File: src/hdl/jse_pkg.sv
`default_nettype none
// ----------------------------------------------------------------------------
// jse_pkg
// Shared types, character codes and helpers for the JSON string escaper.
// ----------------------------------------------------------------------------
package jse_pkg;

    localparam int JSE_FIFO_DEPTH = 4;

    typedef enum logic [1:0] {
        CMD_LIT = 2'd0,
        CMD_ESC = 2'd1,
        CMD_UNI = 2'd2
    } cmd_kind_t;

    typedef struct packed {
        cmd_kind_t   kind;
        logic [15:0] data;
    } cmd_t;

    typedef struct packed {
        logic valid;
        cmd_t cmd;
    } cmd_beat_t;

    localparam logic [7:0] CH_QUOTE  = 8'h22;
    localparam logic [7:0] CH_BSLASH = 8'h5C;
    localparam logic [7:0] CH_CR     = 8'h0D;
    localparam logic [7:0] CH_LF     = 8'h0A;
    localparam logic [7:0] CH_TAB    = 8'h09;
    localparam logic [7:0] CH_BS     = 8'h08;
    localparam logic [7:0] CH_FF     = 8'h0C;
    localparam logic [7:0] CH_LOW_R  = 8'h72;
    localparam logic [7:0] CH_LOW_N  = 8'h6E;
    localparam logic [7:0] CH_LOW_T  = 8'h74;
    localparam logic [7:0] CH_LOW_B  = 8'h62;
    localparam logic [7:0] CH_LOW_F  = 8'h66;
    localparam logic [7:0] CH_LOW_U  = 8'h75;
    localparam logic [7:0] CH_PRINT_LO = 8'h20;
    localparam logic [7:0] CH_PRINT_HI = 8'h7E;

    function automatic logic [7:0] hex_char(input logic [3:0] v);
        logic [7:0] r;
        if (v < 4'd10)
        begin
            r = 8'h30 + {4'h0, v};
        end
        else
        begin
            r = 8'h57 + {4'h0, v};
        end
        return r;
    endfunction

    // four leading hex digits, minimal width of at least four
    function automatic logic [15:0] leading_digits(input logic [30:0] cp);
        logic [31:0] w;
        logic [2:0]  hi;
        logic [15:0] r;
        w  = {1'b0, cp};
        hi = 3'd3;
        for (int i = 4; i < 8; i++)
        begin
            if (w[4*i +: 4] != 4'h0)
            begin
                hi = 3'(i);
            end
        end
        case (hi)
            3'd7:    r = w[31:16];
            3'd6:    r = w[27:12];
            3'd5:    r = w[23:8];
            3'd4:    r = w[19:4];
            default: r = w[15:0];
        endcase
        return r;
    endfunction

endpackage
`default_nettype wire

File: src/hdl/jse_front.sv
`default_nettype none
// ----------------------------------------------------------------------------
// jse_front
// Accepts input bytes, tracks UTF-8 sequences and queues output commands.
// ----------------------------------------------------------------------------
module jse_front
    import jse_pkg::*;
(
    input  wire logic      clk,
    input  wire logic      rst_n,
    input  wire logic      in_valid,
    output logic           in_ready,
    input  wire logic [7:0] in_byte,
    input  wire logic      end_of_string,
    input  wire logic      fifo_full,
    output cmd_beat_t      push
);

    logic [2:0]  pending_reg, pending_next;
    logic [30:0] cp_reg, cp_next;
    logic [30:0] cp_shift;
    logic        accept;

    assign in_ready = !fifo_full;
    assign accept   = in_valid && !fifo_full;
    assign cp_shift = {cp_reg[24:0], in_byte[5:0]};

    always_comb
    begin
        pending_next  = pending_reg;
        cp_next       = cp_reg;
        push.valid    = 1'b0;
        push.cmd.kind = CMD_LIT;
        push.cmd.data = {8'h00, in_byte};
        if (accept)
        begin
            if (pending_reg != 3'd0)
            begin
                pending_next = pending_reg - 3'd1;
                if (pending_reg == 3'd1)
                begin
                    push.valid    = 1'b1;
                    push.cmd.kind = CMD_UNI;
                    push.cmd.data = leading_digits(cp_shift);
                    cp_next       = '0;
                end
                else
                begin
                    cp_next = cp_shift;
                end
            end
            else
            begin
                unique case (in_byte) inside
                    CH_QUOTE, CH_BSLASH:
                    begin
                        push.valid    = 1'b1;
                        push.cmd.kind = CMD_ESC;
                    end
                    CH_CR:
                    begin
                        push.valid    = 1'b1;
                        push.cmd.kind = CMD_ESC;
                        push.cmd.data = {8'h00, CH_LOW_R};
                    end
                    CH_LF:
                    begin
                        push.valid    = 1'b1;
                        push.cmd.kind = CMD_ESC;
                        push.cmd.data = {8'h00, CH_LOW_N};
                    end
                    CH_TAB:
                    begin
                        push.valid    = 1'b1;
                        push.cmd.kind = CMD_ESC;
                        push.cmd.data = {8'h00, CH_LOW_T};
                    end
                    CH_BS:
                    begin
                        push.valid    = 1'b1;
                        push.cmd.kind = CMD_ESC;
                        push.cmd.data = {8'h00, CH_LOW_B};
                    end
                    CH_FF:
                    begin
                        push.valid    = 1'b1;
                        push.cmd.kind = CMD_ESC;
                        push.cmd.data = {8'h00, CH_LOW_F};
                    end
                    default:
                    begin
                        if (in_byte >= CH_PRINT_LO && in_byte <= CH_PRINT_HI)
                        begin
                            push.valid = 1'b1;
                        end
                        else if ((in_byte & 8'hE0) == 8'hC0)
                        begin
                            cp_next      = {26'd0, in_byte[4:0]};
                            pending_next = 3'd1;
                        end
                        else if ((in_byte & 8'hF0) == 8'hE0)
                        begin
                            cp_next      = {27'd0, in_byte[3:0]};
                            pending_next = 3'd2;
                        end
                        else if ((in_byte & 8'hF8) == 8'hF0)
                        begin
                            cp_next      = {28'd0, in_byte[2:0]};
                            pending_next = 3'd3;
                        end
                        else if ((in_byte & 8'hFC) == 8'hF8)
                        begin
                            cp_next      = {29'd0, in_byte[1:0]};
                            pending_next = 3'd4;
                        end
                        else if ((in_byte & 8'hFE) == 8'hFC)
                        begin
                            cp_next      = {30'd0, in_byte[0]};
                            pending_next = 3'd5;
                        end
                    end
                endcase
            end
            if (end_of_string)
            begin
                pending_next = 3'd0;
                cp_next      = '0;
            end
        end
    end

    always_ff @(posedge clk or negedge rst_n)
    begin
        if (!rst_n)
        begin
            pending_reg <= 3'd0;
            cp_reg      <= '0;
        end
        else
        begin
            pending_reg <= pending_next;
            cp_reg      <= cp_next;
        end
    end

endmodule
`default_nettype wire

File: src/hdl/jse_cmd_fifo.sv
`default_nettype none
// ----------------------------------------------------------------------------
// jse_cmd_fifo
// Short command queue between the front and back parts.
// ----------------------------------------------------------------------------
module jse_cmd_fifo
    import jse_pkg::*;
#(
    parameter int DEPTH = JSE_FIFO_DEPTH
)
(
    input  wire logic      clk,
    input  wire logic      rst_n,
    input  wire cmd_beat_t push,
    input  wire logic      pop,
    output logic           full,
    output cmd_beat_t      head
);

    localparam int PTR_W = (DEPTH > 1) ? $clog2(DEPTH) : 1;
    localparam int CNT_W = $clog2(DEPTH + 1);

    cmd_t             mem_reg [DEPTH];
    logic [PTR_W-1:0] wr_ptr_reg, wr_ptr_next;
    logic [PTR_W-1:0] rd_ptr_reg, rd_ptr_next;
    logic [CNT_W-1:0] count_reg, count_next;

    assign full       = (count_reg == CNT_W'(DEPTH));
    assign head.valid = (count_reg != '0);
    assign head.cmd   = mem_reg[rd_ptr_reg];

    always_comb
    begin
        wr_ptr_next = wr_ptr_reg;
        rd_ptr_next = rd_ptr_reg;
        count_next  = count_reg;
        if (push.valid)
        begin
            wr_ptr_next = (wr_ptr_reg == PTR_W'(DEPTH - 1)) ? '0 : wr_ptr_reg + 1'b1;
        end
        if (pop)
        begin
            rd_ptr_next = (rd_ptr_reg == PTR_W'(DEPTH - 1)) ? '0 : rd_ptr_reg + 1'b1;
        end
        if (push.valid && !pop)
        begin
            count_next = count_reg + 1'b1;
        end
        else if (pop && !push.valid)
        begin
            count_next = count_reg - 1'b1;
        end
    end

    always_ff @(posedge clk or negedge rst_n)
    begin
        if (!rst_n)
        begin
            wr_ptr_reg <= '0;
            rd_ptr_reg <= '0;
            count_reg  <= '0;
        end
        else
        begin
            wr_ptr_reg <= wr_ptr_next;
            rd_ptr_reg <= rd_ptr_next;
            count_reg  <= count_next;
        end
    end

    always_ff @(posedge clk)
    begin
        if (push.valid)
        begin
            mem_reg[wr_ptr_reg] <= push.cmd;
        end
    end

    a_no_push_full: assert property (@(posedge clk) disable iff (!rst_n)
        !(push.valid && full && !pop))
        else $error("push into full queue");
    a_no_pop_empty: assert property (@(posedge clk) disable iff (!rst_n)
        !(pop && !head.valid))
        else $error("pop from empty queue");
    a_count_range: assert property (@(posedge clk) disable iff (!rst_n)
        count_reg <= CNT_W'(DEPTH))
        else $error("queue count out of range");
    a_count_step: assert property (@(posedge clk) disable iff (!rst_n)
        (push.valid && !pop) |=> (count_reg == $past(count_reg) + 1'b1))
        else $error("queue count did not follow push");

endmodule
`default_nettype wire

File: src/hdl/jse_back.sv
`default_nettype none
// ----------------------------------------------------------------------------
// jse_back
// Expands queued commands into output bytes, one per cycle while not stalled.
// ----------------------------------------------------------------------------
module jse_back
    import jse_pkg::*;
(
    input  wire logic      clk,
    input  wire logic      rst_n,
    input  wire cmd_beat_t head,
    output logic           pop,
    output logic           out_valid,
    input  wire logic      out_ready,
    output logic [7:0]     out_byte,
    output logic           run_last
);

    logic [2:0] pos_reg, pos_next;
    logic       out_valid_reg, out_valid_next;
    logic [7:0] out_byte_reg;
    logic       run_last_reg;
    logic [7:0] cur_byte;
    logic       cur_last;
    logic       load;

    assign out_valid = out_valid_reg;
    assign out_byte  = out_byte_reg;
    assign run_last  = run_last_reg;
    assign load      = head.valid && (!out_valid_reg || out_ready);
    assign pop       = load && cur_last;

    always_comb
    begin
        cur_byte = head.cmd.data[7:0];
        cur_last = 1'b1;
        unique case (head.cmd.kind)
            CMD_LIT:
            begin
                cur_byte = head.cmd.data[7:0];
                cur_last = 1'b1;
            end
            CMD_ESC:
            begin
                cur_byte = (pos_reg == 3'd0) ? CH_BSLASH : head.cmd.data[7:0];
                cur_last = (pos_reg != 3'd0);
            end
            CMD_UNI:
            begin
                cur_last = (pos_reg == 3'd5);
                case (pos_reg)
                    3'd0:    cur_byte = CH_BSLASH;
                    3'd1:    cur_byte = CH_LOW_U;
                    3'd2:    cur_byte = hex_char(head.cmd.data[15:12]);
                    3'd3:    cur_byte = hex_char(head.cmd.data[11:8]);
                    3'd4:    cur_byte = hex_char(head.cmd.data[7:4]);
                    default: cur_byte = hex_char(head.cmd.data[3:0]);
                endcase
            end
            default:
            begin
                cur_byte = head.cmd.data[7:0];
                cur_last = 1'b1;
            end
        endcase
    end

    always_comb
    begin
        pos_next       = pos_reg;
        out_valid_next = out_valid_reg;
        if (load)
        begin
            out_valid_next = 1'b1;
            pos_next       = cur_last ? 3'd0 : pos_reg + 3'd1;
        end
        else if (out_ready)
        begin
            out_valid_next = 1'b0;
        end
    end

    always_ff @(posedge clk or negedge rst_n)
    begin
        if (!rst_n)
        begin
            pos_reg       <= 3'd0;
            out_valid_reg <= 1'b0;
        end
        else
        begin
            pos_reg       <= pos_next;
            out_valid_reg <= out_valid_next;
        end
    end

    always_ff @(posedge clk)
    begin
        if (load)
        begin
            out_byte_reg <= cur_byte;
            run_last_reg <= cur_last;
        end
    end

    a_pos_range: assert property (@(posedge clk) disable iff (!rst_n)
        pos_reg <= 3'd5)
        else $error("byte position out of range");
    a_pop_resets_pos: assert property (@(posedge clk) disable iff (!rst_n)
        pop |=> (pos_reg == 3'd0))
        else $error("position not cleared after last byte");
    a_load_shows_beat: assert property (@(posedge clk) disable iff (!rst_n)
        load |=> out_valid_reg)
        else $error("loaded byte not presented");

endmodule
`default_nettype wire

File: src/hdl/json_string_escaper.sv
`default_nettype none
// ----------------------------------------------------------------------------
// json_string_escaper
// Streams string bytes in and emits their JSON-escaped text.
// ----------------------------------------------------------------------------
// channel  direction  handshake                payload
// input    in         in_valid / in_ready      in_byte, end_of_string
// output   out        out_valid / out_ready    out_byte, run_last
//
// an input beat is taken every cycle while the command queue has room
// the output side sends one byte per cycle while out_ready allows; an input byte
// produces 1 output byte plain, 2 escaped, 6 for a completed code point
// the worst sustained ratio is three output bytes per input byte, on two-byte sequences
// reset clears the sequence state, the queue and the output valid flag
// either side may stall without losing beats; the queue absorbs the slack
// ----------------------------------------------------------------------------
module json_string_escaper
    import jse_pkg::*;
#(
    parameter int FIFO_DEPTH = JSE_FIFO_DEPTH
)
(
    input  wire logic       clk,
    input  wire logic       rst_n,
    input  wire logic       in_valid,
    output logic            in_ready,
    input  wire logic [7:0] in_byte,
    input  wire logic       end_of_string,
    output logic            out_valid,
    input  wire logic       out_ready,
    output logic [7:0]      out_byte,
    output logic            run_last
);

    cmd_beat_t push;
    cmd_beat_t head;
    logic      fifo_full;
    logic      pop;

    jse_front u_front (
        .clk           (clk),
        .rst_n         (rst_n),
        .in_valid      (in_valid),
        .in_ready      (in_ready),
        .in_byte       (in_byte),
        .end_of_string (end_of_string),
        .fifo_full     (fifo_full),
        .push          (push)
    );

    jse_cmd_fifo #(
        .DEPTH (FIFO_DEPTH)
    ) u_fifo (
        .clk   (clk),
        .rst_n (rst_n),
        .push  (push),
        .pop   (pop),
        .full  (fifo_full),
        .head  (head)
    );

    jse_back u_back (
        .clk       (clk),
        .rst_n     (rst_n),
        .head      (head),
        .pop       (pop),
        .out_valid (out_valid),
        .out_ready (out_ready),
        .out_byte  (out_byte),
        .run_last  (run_last)
    );

endmodule
`default_nettype wire
File: config.mk
export PLATFORM = sky130hd
export DESIGN_NAME = json_string_escaper
export DESIGN_NICKNAME = d
export VERILOG_FILES = /design/src/hdl/jse_pkg.sv /design/src/hdl/jse_front.sv /design/src/hdl/jse_cmd_fifo.sv /design/src/hdl/jse_back.sv /design/src/hdl/json_string_escaper.sv
export SDC_FILE = /design/constraint.sdc
export NUM_CORES = 1
export LEC_CHECK = 0
export ABC_AREA = 1
export BUFFER_PORTS_ARGS = -buffer_cell sky130_fd_sc_hd__buf_2
export CORE_MARGIN = 8
export CORE_UTILIZATION = 54
export CTS_BUF_LIST = sky130_fd_sc_hd__clkbuf_4 sky130_fd_sc_hd__clkbuf_8 sky130_fd_sc_hd__clkbuf_16
export DETAILED_ROUTE_END_ITERATION = 8
export HOLD_SLACK_MARGIN = 0.03
export MAX_ROUTING_LAYER = met4
export PLACE_DENSITY_LB_ADDON = 0.25
export SYNTH_ARGS = -nofsm -noshare
export SYNTH_HDL_FRONTEND = slang
export SYNTH_SLANG_ARGS = --single-unit
File: constraint.sdc
create_clock -name clk -period 3.4 [get_ports clk]
set_clock_uncertainty 0.05 [all_clocks]
set_input_delay 0.34 -clock clk [delete_from_list [all_inputs] [get_ports clk]]
set_output_delay 0.34 -clock clk [all_outputs]
set_load 0.01 [all_outputs]
==> results by group <==
Timing
  • Final Cycle Share: 0.902
  • Accumulated negative setup slack: 0 ps
  • Max Clk Rate: approximately 0.33 GHz
  • Hold Vio Cnt, Final: 0
  • Max Slew Vio Count: 0
  • Setup violators final: 0
  • Minimum clock period after layout: ~3100 ps
  • Max_slew headroom: 0.363
  • RSZ-0062 raised after global routing: no
  • Actual slew at the worst max-slew pin: 956 ps
  • Final WS setup: 333 ps

Placed design
  • DP HPWL: ~12000 um
  • Routability cong.: about 0.97
  • Buffers added on ports: 23
  • Pre-CTS WS: about 320 ps

Route
  • WL/cell: between 15 and 20 um
  • DRC Markers: 0
  • Initial DRC count: 341
  • Vias per cell: about 5.5
  • First-pass DRT Iterations: 5
  • Vias: roughly 5.5k
  • WL final: between 15000 and 20000 um
  • Post-route ant nets: 0

Yosys
  • Commonest cells in the netlist: nand2_1 (203), inv_1 (98), edfxtp_1 (81)
  • Synthesized instance count: just under 800
  • Flops & latches, synth: 120
  • Netlist cell types: 47
  • Synthesized area per cell: about 8.5 sq um
  • Mapped cell area: about 6700 sq um
  • Syn Nets: 825
  • Main flop type after synthesis: edfxtp_1
  • Yosys Warn Count: 0
  • Share of the synthesized area in the top cell type: 0.361
  • Sequential-to-total area share from yosys stat: 0.506
  • Post-synth EDFFs: around 80
  • Post-synth ARST share: 0.325
  • Top cells by area, synth: edfxtp_1 (36%), dfrtp_1 (14%), nand2_1 (11%)
  • Post-synth top area cell: edfxtp_1
  • Most common cell in the synthesized netlist: nand2_1

Power and ir drop
  • Share of power burned in registers: 0.299
  • Peak supply drop: 476 uV
  • Clock Power Share: 0.245
  • Comb power frac: 0.456
  • Internal power: 4.07 mW
  • Cell area power density: between 900 and 1000 nW/um^2
  • Leakage Power: 3.28 nW
  • NetSw: 3.04 mW
  • Sw Ratio: 0.428

Critical path
  • Reg2reg setup slack: roughly 330 ps
  • Crit path required time: ~3700 ps
  • Reg2reg start: u_fifo.rd_ptr_reg[0]
  • Crit path capture type: register
  • Worst r2r dst: u_fifo.count_reg[2]
  • Critical path type: register to register
  • Critical path fanouts, max: 9
  • Reg2Reg Depth: 16
  • Setup crit start kind: register
  • Arr. time, crit path: ~3300 ps
  • Critical path origin: u_fifo.rd_ptr_reg[0]

Clocking
  • Clk slew on worst S/H paths: 60 ps
  • Post-CTS resize count: 0
  • H-tree Lvls: 4
  • Num CTS Buffers: 17
  • TritonCTS clock tree: done
  • Clk buf depth: 2
  • CTS Sinks: 120
  • Clk_lat worst skew: between 400 and 500 ps
  • CTS Hold Bufs: 0
  • Root Driver: clkbuf_16
  • Setup Buffers After CTS: 0

GRT
  • Initial antenna violation count: 0
  • Vias in the first global route: between 5k and 6k
  • Grt total ovfl: 0
  • Largest net degree at the start of global routing: 46
  • Total Routing Usage GR: 0.217
  • Global-route wire length before repair: 26700 um

Floorplan
  • Starting Density: 0.556
  • Die width: 128 um
  • Die area: ~16000 sq um
  • Core region area: roughly 12000 sq um
  • Die H: 128 um
  • I/O pins: 24
  • # rows: 40

Cells and area
  • Max reg flops: 72
  • Layout cells sized above 1: 0.124
  • P&R area growth vs syn: 12.9%
  • N_diodes: 0
  • Final core utilization: 0.627
  • Final net count: approximately 860

Hold path
  • HP Class: input pin to asynchronous set/reset pin

Flow run
  • Count of maximum capacitance violations: 0

Run status
  • Status: complete, no violations
==> metal layers <==
metal	global-route usage	vias up	part of all wire
met4	0.111	0	0.032
met5	-	-	0
met1	0.251	2632	0.44
met2	0.352	134	0.49
li1	-	2740	-
met3	0.0458	38	0.039
==> through the flow <==
| stage | hold slack [ps] | instances | power (mW) | instance area [sq um] |
|---|---|---|---|---|
| after CTS | 44.7 | 1008 | 7.11 | 7590 |
| after detailed placement | 465 | 976 | 5.36 | 7010 |
| final | 24.0 | 1008 | 7.11 | 7600 |
| after floorplan | -5.59 | 791 | 4.52 | 6730 |
| after global routing | 60.9 | 1008 | 7.65 | 7600 |
| after global placement | 451 | 976 | 5.29 | 7010 |
==> critical path, cell delays in order, from the launching register on <==
cell	delay [ps]
dfrtp_1	460
inv_4	130
nand2_1	60
a32oi_1	220
inv_1	70
ha_1	310
inv_1	150
o21ai_2	100
a31oi_2	200
inv_1	90
nand2_1	100
ha_1	140
inv_1	60
fa_1	380
a21oi_1	150
o21ai_0	120
xor2_1	150
==> cell families (layout without fill, tap and decap cells) <==
group | Yosys count | in the layout | synth area share
adder cells (fa/ha/maj) | 21 | 21 | 0.0401
flip-flops | 120 | 120 | 0.506
XOR/XNOR | 2 | 2 | 0.00260
AO/OA/AOI/OAI | 152 | 152 | 0.132
buffers and inverters | 128 | 177 | 0.0847
AND/OR/NAND/NOR | 368 | 368 | 0.234
==> power groups by stage <==
| stage | registers [mW] | clock network [mW] | logic, mW |
|---|---|---|---|
| 2_1_floorplan | 2.14 | 0 | 2.38 |
| 3_3_place_gp | 2.14 | 0 | 3.14 |
| 3_5_place_dp | 2.15 | 0 | 3.21 |
| 4_1_cts | 2.12 | 1.76 | 3.22 |
| 5_1_grt | 2.16 | 1.83 | 3.66 |
| 6_report | 2.13 | 1.74 | 3.25 |
==> area by class of cell <==
class	instances	area, sq um
tap	168	210
timing repair buffer	39	235
multi-input combinational	543	2770
inverter	106	400
fill	1050	4510
clock buffer	17	425
sequential	120	3410
clock inverter	15	154
==> how the worst max path moves through the flow <==
| stage | slack, ps | endpoint | cells past startpoint |
|---|---|---|---|
| after floorplan | 270 | u_fifo.count_reg[2] | 19 |
| after global placement | 360 | u_fifo.count_reg[2] | 16 |
| after detailed placement | 320 | u_fifo.count_reg[2] | 16 |
| after CTS | 260 | u_fifo.count_reg[2] | 16 |
| after global routing | 50 | u_fifo.count_reg[2] | 16 |
| final | 330 | u_fifo.count_reg[2] | 16 |
==> cell usage in the layout, fill, tap and decap left out, types with 6 or more instances in the layout <==
cell	n
a21oi_1	34
inv_2	7
nand4_1	8
nand2_2	10
dfrtp_1	39
clkbuf_16	17
ha_1	20
o22ai_1	13
o21ai_0	47
nand2_1	203
inv_1	98
edfxtp_1	81
o21ai_1	27
buf_2	23
nor2_1	61
buf_4	16
nand3_1	71
nor3_1	6
(Power assumes the default switching activity.)
